[src/rtl/pcc_pkg.sv]
// Shared types and constants of the per-id call counter hash table.
`default_nettype none

package pcc_pkg;

   localparam int TABLE_SIZE_DEF = 64;

   localparam int ID_W     = 32;
   localparam int OPND_W   = 16;
   localparam int SLOT_W   = 6;
   localparam int SQ_W     = 30;
   localparam int CNT_W    = 32;
   localparam int STATUS_W = 2;

   // secondary hash: step = (ident mod STEP_MOD) + 1
   localparam int STEP_MOD = 13;
   localparam int STEP_W   = 4;
   localparam int R13_W    = 4;

   // remainder unit takes DIG_BITS key bits a cycle
   localparam int DIG_BITS = 4;
   localparam int DIGITS   = ID_W / DIG_BITS;
   localparam int DIG_W    = $clog2(DIGITS);

   typedef logic [STATUS_W-1:0] status_type;

   localparam status_type STATUS_OK        = 2'd0;
   localparam status_type STATUS_NOT_FOUND = 2'd1;
   localparam status_type STATUS_NEGATIVE  = 2'd2;

   localparam logic OP_INSERT = 1'b0;
   localparam logic OP_CALL   = 1'b1;

   typedef struct packed {
      logic key_we;
      logic cnt_we;
   } mem_we_type;

endpackage : pcc_pkg

`default_nettype wire

[src/rtl/pcc_mem.sv]
// Key and count storage: two synchronous arrays, one write and one read port.
`default_nettype none

module pcc_mem #(
   parameter int TABLE_SIZE = pcc_pkg::TABLE_SIZE_DEF,
   localparam int IDX_W = $clog2(TABLE_SIZE)
) (
   input  wire logic                       clock,
   input  wire logic                       rd_en,
   input  wire logic [IDX_W-1:0]           rd_addr,
   output logic      [pcc_pkg::ID_W-1:0]   key_rd,
   output logic      [pcc_pkg::CNT_W-1:0]  cnt_rd,
   input  wire pcc_pkg::mem_we_type        we,
   input  wire logic [IDX_W-1:0]           wr_addr,
   input  wire logic [pcc_pkg::ID_W-1:0]   wr_key,
   input  wire logic [pcc_pkg::CNT_W-1:0]  wr_cnt
);

   logic [pcc_pkg::ID_W-1:0]  key_mem [TABLE_SIZE];
   logic [pcc_pkg::CNT_W-1:0] cnt_mem [TABLE_SIZE];
   logic [pcc_pkg::ID_W-1:0]  key_rd_ff;
   logic [pcc_pkg::CNT_W-1:0] cnt_rd_ff;

   always_ff @(posedge clock) begin
      if (we.key_we) begin
         key_mem[wr_addr] <= wr_key;
      end
      if (we.cnt_we) begin
         cnt_mem[wr_addr] <= wr_cnt;
      end
   end

   always_ff @(posedge clock) begin
      if (rd_en) begin
         key_rd_ff <= key_mem[rd_addr];
         cnt_rd_ff <= cnt_mem[rd_addr];
      end
   end

   assign key_rd = key_rd_ff;
   assign cnt_rd = cnt_rd_ff;

endmodule : pcc_mem

`default_nettype wire

[src/rtl/pcc_hash.sv]
// Home slot and probe step of a key: ident mod table size and (ident mod 13) + 1.
`default_nettype none

module pcc_hash #(
   parameter int TABLE_SIZE = pcc_pkg::TABLE_SIZE_DEF,
   localparam int IDX_W = $clog2(TABLE_SIZE)
) (
   input  wire logic                          clock,
   input  wire logic                          reset,
   input  wire logic                          start,
   input  wire logic [pcc_pkg::ID_W-1:0]      ident,
   output logic                               done,
   output logic      [IDX_W-1:0]              pos,
   output logic      [pcc_pkg::STEP_W-1:0]    step
);

   localparam int RW = IDX_W + 1;

   logic [pcc_pkg::ID_W-1:0]  shift_ff;
   logic [IDX_W-1:0]          rt_ff, rt_in;
   logic [pcc_pkg::R13_W-1:0] r13_ff, r13_in;
   logic [pcc_pkg::DIG_W-1:0] dig_ff;
   logic                      busy_ff;
   logic                      done_ff;

   // restoring remainder, MSB first, DIG_BITS bits a cycle
   always_comb begin
      logic [RW-1:0]               rt_w;
      logic [pcc_pkg::R13_W:0]     r13_w;
      logic                        b;
      rt_in  = rt_ff;
      r13_in = r13_ff;
      for (int k = 0; k < pcc_pkg::DIG_BITS; k++) begin
         b    = shift_ff[pcc_pkg::ID_W-1-k];
         rt_w = {rt_in, b};
         if (rt_w >= RW'(TABLE_SIZE)) begin
            rt_w = rt_w - RW'(TABLE_SIZE);
         end
         rt_in = rt_w[IDX_W-1:0];
         r13_w = {r13_in, b};
         if (r13_w >= (pcc_pkg::R13_W+1)'(pcc_pkg::STEP_MOD)) begin
            r13_w = r13_w - (pcc_pkg::R13_W+1)'(pcc_pkg::STEP_MOD);
         end
         r13_in = r13_w[pcc_pkg::R13_W-1:0];
      end
   end

   always_ff @(posedge clock) begin
      if (reset) begin
         busy_ff <= 1'b0;
         done_ff <= 1'b0;
         dig_ff  <= '0;
      end else begin
         done_ff <= 1'b0;
         if (start) begin
            busy_ff <= 1'b1;
            dig_ff  <= '0;
         end else if (busy_ff) begin
            dig_ff <= dig_ff + 1'b1;
            if (dig_ff == pcc_pkg::DIG_W'(pcc_pkg::DIGITS-1)) begin
               busy_ff <= 1'b0;
               done_ff <= 1'b1;
            end
         end
      end
   end

   always_ff @(posedge clock) begin
      if (start) begin
         shift_ff <= ident;
         rt_ff    <= '0;
         r13_ff   <= '0;
      end else if (busy_ff) begin
         shift_ff <= shift_ff << pcc_pkg::DIG_BITS;
         rt_ff    <= rt_in;
         r13_ff   <= r13_in;
      end
   end

   assign done = done_ff;
   assign pos  = rt_ff;
   assign step = pcc_pkg::STEP_W'(r13_ff) + 1'b1;

endmodule : pcc_hash

`default_nettype wire

[src/rtl/per_id_call_counter_hash_table.sv]
// Top level of the per-id call counter: probe sequencer, update and result register.
//
// Request channel (req_): one transfer per command. req_tuser is the operation
// (0 insert identifier, 1 record square call); req_tdata carries ident and
// operand_n. Response channel (rsp_): exactly one transfer per request with
// slot, square_value and call_count in rsp_tdata and the status in rsp_tuser.
// Keys live in an open-addressed table (one synchronous key/count memory).
// Each command with a nonzero ident is first run through a remainder unit (4 key
// bits a cycle) to get the home slot and the probe step, then probes one slot per
// cycle through the memory read port until a match or a full pass.
// The next request is taken in the cycle after the result moves to the output
// register. A zero ident skips the remainder unit and the walk and is answered
// as not found. Commands are processed one at a time; a finished response
// waits in the output register while the next request is already accepted and
// worked on; only the hand-off of the following response stalls if rsp_tready
// stays low. Reset starts a clearing pass that writes every slot empty, one
// slot a cycle, with req_tready low.
`default_nettype none

module per_id_call_counter_hash_table #(
   parameter int TABLE_SIZE = pcc_pkg::TABLE_SIZE_DEF
) (
   input  wire logic        clock,
   input  wire logic        reset,
   input  wire logic        req_tvalid,
   output logic             req_tready,
   input  wire logic [47:0] req_tdata,   // [31:0] ident, [47:32] operand_n
   input  wire logic        req_tuser,   // [0] op
   output logic             rsp_tvalid,
   input  wire logic        rsp_tready,
   output logic      [71:0] rsp_tdata,   // [5:0] slot, [35:6] square_value,
                                         // [67:36] call_count, [71:68] zero
   output logic      [1:0]  rsp_tuser    // [1:0] status
);

   localparam int IDX_W = $clog2(TABLE_SIZE);

   localparam int STATE_W = 3;
   localparam logic [STATE_W-1:0] ST_CLEAR  = 3'd0;
   localparam logic [STATE_W-1:0] ST_IDLE   = 3'd1;
   localparam logic [STATE_W-1:0] ST_HASH   = 3'd2;
   localparam logic [STATE_W-1:0] ST_PROBE  = 3'd3;
   localparam logic [STATE_W-1:0] ST_CALC   = 3'd4;
   localparam logic [STATE_W-1:0] ST_FINISH = 3'd5;

   logic [STATE_W-1:0] state_ff, state_in;

   // latched command
   logic                               op_ff;
   logic [pcc_pkg::ID_W-1:0]           ident_ff;
   logic [pcc_pkg::OPND_W-1:0]         opnd_ff;

   // probe walk
   logic [IDX_W-1:0]                   pos_ff, pos_in;
   logic [pcc_pkg::STEP_W-1:0]         step_ff;
   logic [IDX_W-1:0]                   pcnt_ff;
   logic [IDX_W-1:0]                   clr_ff;
   logic [pcc_pkg::CNT_W-1:0]          hit_cnt_ff;

   // finished result, then output register
   logic [pcc_pkg::SLOT_W-1:0]         res_slot_ff;
   logic [pcc_pkg::SQ_W-1:0]           res_sq_ff;
   logic [pcc_pkg::CNT_W-1:0]          res_cnt_ff;
   pcc_pkg::status_type                res_status_ff;
   logic                               rsp_valid_ff;
   logic [pcc_pkg::SLOT_W-1:0]         rsp_slot_ff;
   logic [pcc_pkg::SQ_W-1:0]           rsp_sq_ff;
   logic [pcc_pkg::CNT_W-1:0]          rsp_cnt_ff;
   pcc_pkg::status_type                rsp_status_ff;

   logic                               req_xfer;
   logic                               req_nz;
   logic                               hash_done;
   logic [IDX_W-1:0]                   hash_pos;
   logic [pcc_pkg::STEP_W-1:0]         hash_step;
   logic                               rd_en;
   logic [pcc_pkg::ID_W-1:0]           key_rd;
   logic [pcc_pkg::CNT_W-1:0]          cnt_rd;
   pcc_pkg::mem_we_type                mem_we;
   logic [IDX_W-1:0]                   wr_addr;
   logic [pcc_pkg::ID_W-1:0]           wr_key;
   logic [pcc_pkg::CNT_W-1:0]          wr_cnt;
   logic [pcc_pkg::ID_W-1:0]           want_key;
   logic                               hit;
   logic [IDX_W:0]                     pos_sum;
   logic [IDX_W-1:0]                   pos_next;
   logic [pcc_pkg::CNT_W:0]            cnt_sum;
   logic [pcc_pkg::CNT_W-1:0]          cnt_sat;
   logic                               out_free;

   assign req_tready = (state_ff == ST_IDLE);
   assign req_xfer   = req_tvalid && req_tready;
   assign req_nz     = (req_tdata[31:0] != '0);
   assign out_free   = !rsp_valid_ff || rsp_tready;

   pcc_hash #(
      .TABLE_SIZE (TABLE_SIZE)
   ) u_hash (
      .clock (clock),
      .reset (reset),
      .start (req_xfer && req_nz),
      .ident (req_tdata[31:0]),
      .done  (hash_done),
      .pos   (hash_pos),
      .step  (hash_step)
   );

   // next probe slot; step < TABLE_SIZE so one subtract wraps it
   assign pos_sum  = {1'b0, pos_ff} + (IDX_W+1)'(step_ff);
   assign pos_next = (pos_sum >= (IDX_W+1)'(TABLE_SIZE))
                     ? IDX_W'(pos_sum - (IDX_W+1)'(TABLE_SIZE)) : pos_sum[IDX_W-1:0];

   // insert looks for an empty slot, call for its own key
   assign want_key = (op_ff == pcc_pkg::OP_INSERT) ? '0 : ident_ff;
   assign hit      = (key_rd == want_key);

   always_comb begin
      state_in = state_ff;
      pos_in   = pos_ff;
      rd_en    = 1'b0;
      unique case (state_ff)
         ST_CLEAR: begin
            if (clr_ff == IDX_W'(TABLE_SIZE-1)) begin
               state_in = ST_IDLE;
            end
         end
         ST_IDLE: begin
            if (req_xfer) begin
               state_in = req_nz ? ST_HASH : ST_FINISH;
            end
         end
         ST_HASH: begin
            if (hash_done) begin
               pos_in   = hash_pos;
               rd_en    = 1'b1;
               state_in = ST_PROBE;
            end
         end
         ST_PROBE: begin
            if (hit) begin
               state_in = ST_CALC;
            end else if (pcnt_ff == IDX_W'(TABLE_SIZE-1)) begin
               state_in = ST_FINISH;
            end else begin
               pos_in = pos_next;
               rd_en  = 1'b1;
            end
         end
         ST_CALC: begin
            state_in = ST_FINISH;
         end
         ST_FINISH: begin
            if (out_free) begin
               state_in = ST_IDLE;
            end
         end
         default: begin
            state_in = ST_CLEAR;
         end
      endcase
   end

   // saturating count update: count + n + 1
   assign cnt_sum = {1'b0, hit_cnt_ff} + (pcc_pkg::CNT_W+1)'(opnd_ff) + 1'b1;
   assign cnt_sat = cnt_sum[pcc_pkg::CNT_W] ? '1 : cnt_sum[pcc_pkg::CNT_W-1:0];

   always_comb begin
      mem_we  = '0;
      wr_addr = pos_ff;
      wr_key  = ident_ff;
      wr_cnt  = cnt_sat;
      if (state_ff == ST_CLEAR) begin
         mem_we.key_we = 1'b1;
         mem_we.cnt_we = 1'b1;
         wr_addr       = clr_ff;
         wr_key        = '0;
         wr_cnt        = '0;
      end else if (state_ff == ST_CALC) begin
         if (op_ff == pcc_pkg::OP_INSERT) begin
            mem_we.key_we = 1'b1;
            mem_we.cnt_we = 1'b1;
            wr_cnt        = '0;
         end else if (!opnd_ff[pcc_pkg::OPND_W-1]) begin
            mem_we.cnt_we = 1'b1;
         end
      end
   end

   pcc_mem #(
      .TABLE_SIZE (TABLE_SIZE)
   ) u_mem (
      .clock   (clock),
      .rd_en   (rd_en),
      .rd_addr (pos_in),
      .key_rd  (key_rd),
      .cnt_rd  (cnt_rd),
      .we      (mem_we),
      .wr_addr (wr_addr),
      .wr_key  (wr_key),
      .wr_cnt  (wr_cnt)
   );

   // control
   always_ff @(posedge clock) begin
      if (reset) begin
         state_ff     <= ST_CLEAR;
         clr_ff       <= '0;
         rsp_valid_ff <= 1'b0;
      end else begin
         state_ff <= state_in;
         if (state_ff == ST_CLEAR) begin
            clr_ff <= clr_ff + 1'b1;
         end
         if (state_ff == ST_FINISH && out_free) begin
            rsp_valid_ff <= 1'b1;
         end else if (rsp_tready) begin
            rsp_valid_ff <= 1'b0;
         end
      end
   end

   // payload
   always_ff @(posedge clock) begin
      if (req_xfer) begin
         op_ff         <= req_tuser;
         ident_ff      <= req_tdata[31:0];
         opnd_ff       <= req_tdata[47:32];
         // a zero ident answers as not found
         res_slot_ff   <= '0;
         res_sq_ff     <= '0;
         res_cnt_ff    <= '0;
         res_status_ff <= pcc_pkg::STATUS_NOT_FOUND;
      end
      pos_ff <= pos_in;
      if (state_ff == ST_HASH) begin
         step_ff <= hash_step;
         pcnt_ff <= '0;
      end else if (state_ff == ST_PROBE) begin
         pcnt_ff <= pcnt_ff + 1'b1;
         if (hit) begin
            hit_cnt_ff <= cnt_rd;
         end
      end
      if (state_ff == ST_CALC) begin
         res_slot_ff <= pcc_pkg::SLOT_W'(pos_ff);
         if (op_ff == pcc_pkg::OP_INSERT) begin
            res_sq_ff     <= '0;
            res_cnt_ff    <= '0;
            res_status_ff <= pcc_pkg::STATUS_OK;
         end else if (opnd_ff[pcc_pkg::OPND_W-1]) begin
            res_sq_ff     <= '0;
            res_cnt_ff    <= hit_cnt_ff;
            res_status_ff <= pcc_pkg::STATUS_NEGATIVE;
         end else begin
            res_sq_ff     <= opnd_ff[pcc_pkg::OPND_W-2:0] * opnd_ff[pcc_pkg::OPND_W-2:0];
            res_cnt_ff    <= cnt_sat;
            res_status_ff <= pcc_pkg::STATUS_OK;
         end
      end
      if (state_ff == ST_FINISH && out_free) begin
         rsp_slot_ff   <= res_slot_ff;
         rsp_sq_ff     <= res_sq_ff;
         rsp_cnt_ff    <= res_cnt_ff;
         rsp_status_ff <= res_status_ff;
      end
   end

   assign rsp_tvalid = rsp_valid_ff;
   assign rsp_tdata  = {4'b0, rsp_cnt_ff, rsp_sq_ff, rsp_slot_ff};
   assign rsp_tuser  = rsp_status_ff;

   // memory is written only by the clearing pass or the update step
   a_write_phase: assert property (@(posedge clock) disable iff (reset)
      (mem_we.key_we || mem_we.cnt_we) |-> (state_ff == ST_CLEAR || state_ff == ST_CALC))
      else $error("table write outside clear or update");

   // an accepted request goes to the hash unit or straight to the answer
   a_accept_next: assert property (@(posedge clock) disable iff (reset)
      req_xfer |=> (state_ff == ST_HASH || state_ff == ST_FINISH))
      else $error("bad state after request transfer");

   // a not-found answer carries no slot and no count
   a_nf_empty: assert property (@(posedge clock) disable iff (reset)
      (rsp_valid_ff && rsp_status_ff == pcc_pkg::STATUS_NOT_FOUND)
         |-> (rsp_slot_ff == '0 && rsp_cnt_ff == '0 && rsp_sq_ff == '0))
      else $error("not-found response with payload");

   // a negative operand never yields a square
   a_neg_zero: assert property (@(posedge clock) disable iff (reset)
      (rsp_valid_ff && rsp_status_ff == pcc_pkg::STATUS_NEGATIVE) |-> (rsp_sq_ff == '0))
      else $error("negative operand with nonzero square");

   // the remainder unit reports only while the sequencer waits for it
   a_hash_wait: assert property (@(posedge clock) disable iff (reset)
      hash_done |-> (state_ff == ST_HASH))
      else $error("hash result outside hash wait");

endmodule : per_id_call_counter_hash_table

`default_nettype wire

[config.mk]
export PLATFORM = sky130hd
export DESIGN_NAME = per_id_call_counter_hash_table
export DESIGN_NICKNAME = d
export VERILOG_FILES = /design/src/rtl/pcc_pkg.sv /design/src/rtl/pcc_mem.sv /design/src/rtl/pcc_hash.sv /design/src/rtl/per_id_call_counter_hash_table.sv
export SDC_FILE = /design/constraint.sdc
export NUM_CORES = 2
export LEC_CHECK = 0
export BUFFER_PORTS_ARGS = -buffer_cell sky130_fd_sc_hd__buf_2
export CORE_MARGIN = 2
export CORE_UTILIZATION = 35
export DETAILED_ROUTE_END_ITERATION = 12
export PLACE_DENSITY = 0.59
export SYNTH_ARGS = -nofsm -noshare
export SYNTH_HDL_FRONTEND = slang
export SYNTH_SLANG_ARGS = --single-unit
[constraint.sdc]
create_clock -name clock -period 7.15 [get_ports clock]
set_input_delay 1.43 -clock clock [delete_from_list [all_inputs] [get_ports clock]]
set_output_delay 1.43 -clock clock [all_outputs]
set_load 0.02 [all_outputs]
==> results.sh <==
export IMPL_clk_pin_slew_ns=0.06
export IMPL_clock_sinks=4452
export IMPL_dr_pass1_iters=5
export IMPL_critPathRequiredTime_ns=7.89
export IMPL_antenna_found_initial=48
export IMPL_clk_latency_ns=1.03
export IMPL_max_cap_violations=0
export IMPL_synth_distinct_cells=83
export IMPL_io_pins=129
export IMPL_skew_ns=0.0707
export IMPL_drc=0
export IMPL_nNetsFinal=12983
export IMPL_met3_length_um=47500
export IMPL_cp_start_kind="register"
export IMPL_synth_edf_count=4415
export IMPL_grt_pass1_vias=102786
export IMPL_fin_setup_tns_ns=0
export IMPL_ys_async_sr_fraction_pct=0
export IMPL_initial_utilization_pct=35.1
export IMPL_setup_viol=0
export IMPL_totalWireLength_um=533000
export IMPL_syn_to_final_growth_pct=13.9
export IMPL_worstHoldPathType="register to register"
export IMPL_drive_gt1_share_pct=11.0
export IMPL_vias_per_cell=5.39
export IMPL_yosysTopAreaCell="edfxtp_1"
export IMPL_comb_power_share_pct=3.0
export IMPL_place_congestion=0.841
export IMPL_seqPwrFrac_pct=54.9
export IMPL_synth_top_cell_area_share_pct=71.7
export IMPL_utilization_pct=39.9
export IMPL_drv_slew=0
export IMPL_met1_length_um=229000
export IMPL_wl_per_cell_um=26.6
export IMPL_synth_most_common_cell="edfxtp_1"
export IMPL_grt_max_degree=118
export IMPL_p_int_mw=41.1
export IMPL_path_cells="nand2_1 > fa_1 > fa_1 > inv_1 > fa_1 > fa_1 > fa_1 > inv_1 > fa_1 > inv_1 > ha_1 > and3_1 > a221oi_1 > o21ai_0 > a21oi_1 > o31ai_1 > a211oi_1 > or3_1 > nand3_1"
export IMPL_p_per_area_mw_per_mm2=247
export IMPL_clkPwrFrac_pct=42.1
export IMPL_dpl_hpwl_um=311000
export IMPL_worstPathBufferInverterCount=3
export IMPL_tightestPinTransition_ns=1.37
export IMPL_portBuffers=123
export IMPL_ant_nets=0
export IMPL_slowest_stage="edfxtp_1"
export IMPL_core_region_area_mm2=0.527
export IMPL_grt_usage_pct=19.3
export IMPL_yosys_warnings=0
export IMPL_drt_initial_drc_count=13110
export IMPL_hold_viol_final=0
export IMPL_clockBufferDepth=4
export IMPL_highest_layer="met5"
export IMPL_cts_root_buf="clkbuf_16"
export IMPL_dieArea_mm2=0.534
export IMPL_path_class="register to register"
export IMPL_syn_cell_area_mm2=0.185
export IMPL_die_y_um=731
export IMPL_end_kind="register"
export IMPL_synth_seq_area_share_pct=72.1
export IMPL_synth_common_cells="4415 x edfxtp_1, 2037 x nand2_1, 1942 x mux2i_1"
export IMPL_swShare_pct=21.0
export IMPL_min_period_ns=6.73
export IMPL_relSlewSlack_pct=7.83
export IMPL_grt_pass1_wl_um=754000
export IMPL_p_switching_mw=10.9
export IMPL_synth_area_per_cell_um2=15.0
export IMPL_cp_max_fo=16
export IMPL_synthCells=12339
export IMPL_rsz0062_at_grt="false"
export IMPL_netlist_top_cells_area="edfxtp_1 72%, mux2i_1 11%, nand2_1 4.1%, nand3_1 1.7%, fa_1 1.5%"
export IMPL_dr_wl_met2_um=240000
export IMPL_peakVddDrop_uv=218
export IMPL_cts_tree="built"
export IMPL_crit_family="adder cells"
export IMPL_worstPathArrival_ns=7.47
export IMPL_cts_hold_buf=0
export IMPL_yosys_register_bits=4452
export IMPL_cts_buffers_inserted=430
export IMPL_vias=108019
export IMPL_outcome="complete, no violations"
export IMPL_crit_top_cell="fa_1"
export IMPL_finalCritPeriodShare_pct=94.1
export IMPL_row_count=267
export IMPL_max_stage_delay_ns=0.79
export IMPL_synth_ff_type="edfxtp_1"
export IMPL_p_leak_nw=77.7
export IMPL_cts_resized_gates=0
export IMPL_die_w_um=731
export IMPL_gr_total_overflow=0
export IMPL_cts_setup_buffers=0
export IMPL_fmax_ghz=0.149
export IMPL_htree_levels=5
[through the flow]
step | cell area [um^2] | cells | setup slack (ns) | hold WS [ns] | total power [mW]
final | 211000 | 20027 | 0.422 | 0.381 | 52.0
after global placement | 197000 | 19228 | 0.398 | 0.401 | 30.6
after detailed placement | 197000 | 19228 | 0.422 | 0.405 | 30.6
after floorplan | 185000 | 12343 | 0.598 | 0.400 | 30.0
after global routing | 211000 | 20014 | 0.0822 | 0.386 | 53.3
after CTS | 211000 | 20012 | 0.405 | 0.370 | 52.2
[power groups by stage]
stage / Clock, mW / Combinational [mW] / Sequential (mW)
CTS: 22.2 / 1.55 / 28.5
global route: 23.1 / 1.65 / 28.5
floorplan: 0 / 0.947 / 29.0
global placement: 0 / 1.54 / 29.0
detailed placement: 0 / 1.54 / 29.1
finish: 21.9 / 1.58 / 28.5
[state kept, by name, summed over array words and instances, names as in the netlist, 3 cells and up]
signal / cells
clr_ff: 6
hit_cnt_ff: 32
ident_ff: 32
opnd_ff: 16
pcnt_ff: 6
pos_ff: 6
res_cnt_ff: 32
res_slot_ff: 6
res_sq_ff: 29
rsp_cnt_ff: 32
rsp_slot_ff: 6
rsp_sq_ff: 29
state_ff: 3
step_ff: 4
u_hash.dig_ff: 3
u_hash.pos: 6
u_hash.r13_ff: 4
u_hash.shift_ff: 32
u_mem.cnt_mem: 2048
u_mem.cnt_rd: 32
u_mem.key_mem: 2048
u_mem.key_rd: 32
[final cells by class]
| class | count | area (um^2) |
|---|---|---|
| well taps | 6994 | 8750 |
| repair buffers | 609 | 5040 |
| multi-input cells | 6920 | 49300 |
| diodes | 15 | 37.5 |
| fillers | 47971 | 317000 |
| clock inverters | 247 | 1880 |
| flip-flops and latches | 4452 | 133000 |
| clock buffers | 537 | 11400 |
| inverters | 253 | 972 |
[cells in the final DEF (no fill, tap or decap), types with 154 or more instances in the layout]
master     instances
nand3_1          619
a21oi_1          180
nor2_1           198
buf_4            424
inv_1            247
o21ai_0          172
mux2i_1         1942
clkbuf_16        439
nand2_1         2029
nor3_1           154
edfxtp_1        4415
[path summary, 6_finish.rpt]
check                      start        endpoint  slack [ns]  cells past startpoint
setup / recovery      opnd_ff[5]   res_sq_ff[29]        0.42                     19
hold / removal    res_cnt_ff[19]  rsp_cnt_ff[19]        0.38                      0
setup reg to reg      opnd_ff[5]   res_sq_ff[29]        0.42                     19
hold reg to reg   res_cnt_ff[19]  rsp_cnt_ff[19]        0.38                      0
[logic make-up after synthesis]
group,count (synthesis),share of synthesized area (%)
simple gates,3438,7.92
fa+ha+maj,264,2.35
flops,4452,72.1
mux,1948,10.5
compound gates,1194,4.55
buf+inv,971,2.22
other cells,1,0.00203
xor+xnor,71,0.336
[layer usage]
layer | vias up | global-route usage (%)
met2 | 4843 | 30.0
met1 | 55161 | 27.6
met3 | 763 | 3.28
li1 | 47242 | -
met4 | 10 | 5.76
met5 | - | 0
(Power assumes the default switching activity.)
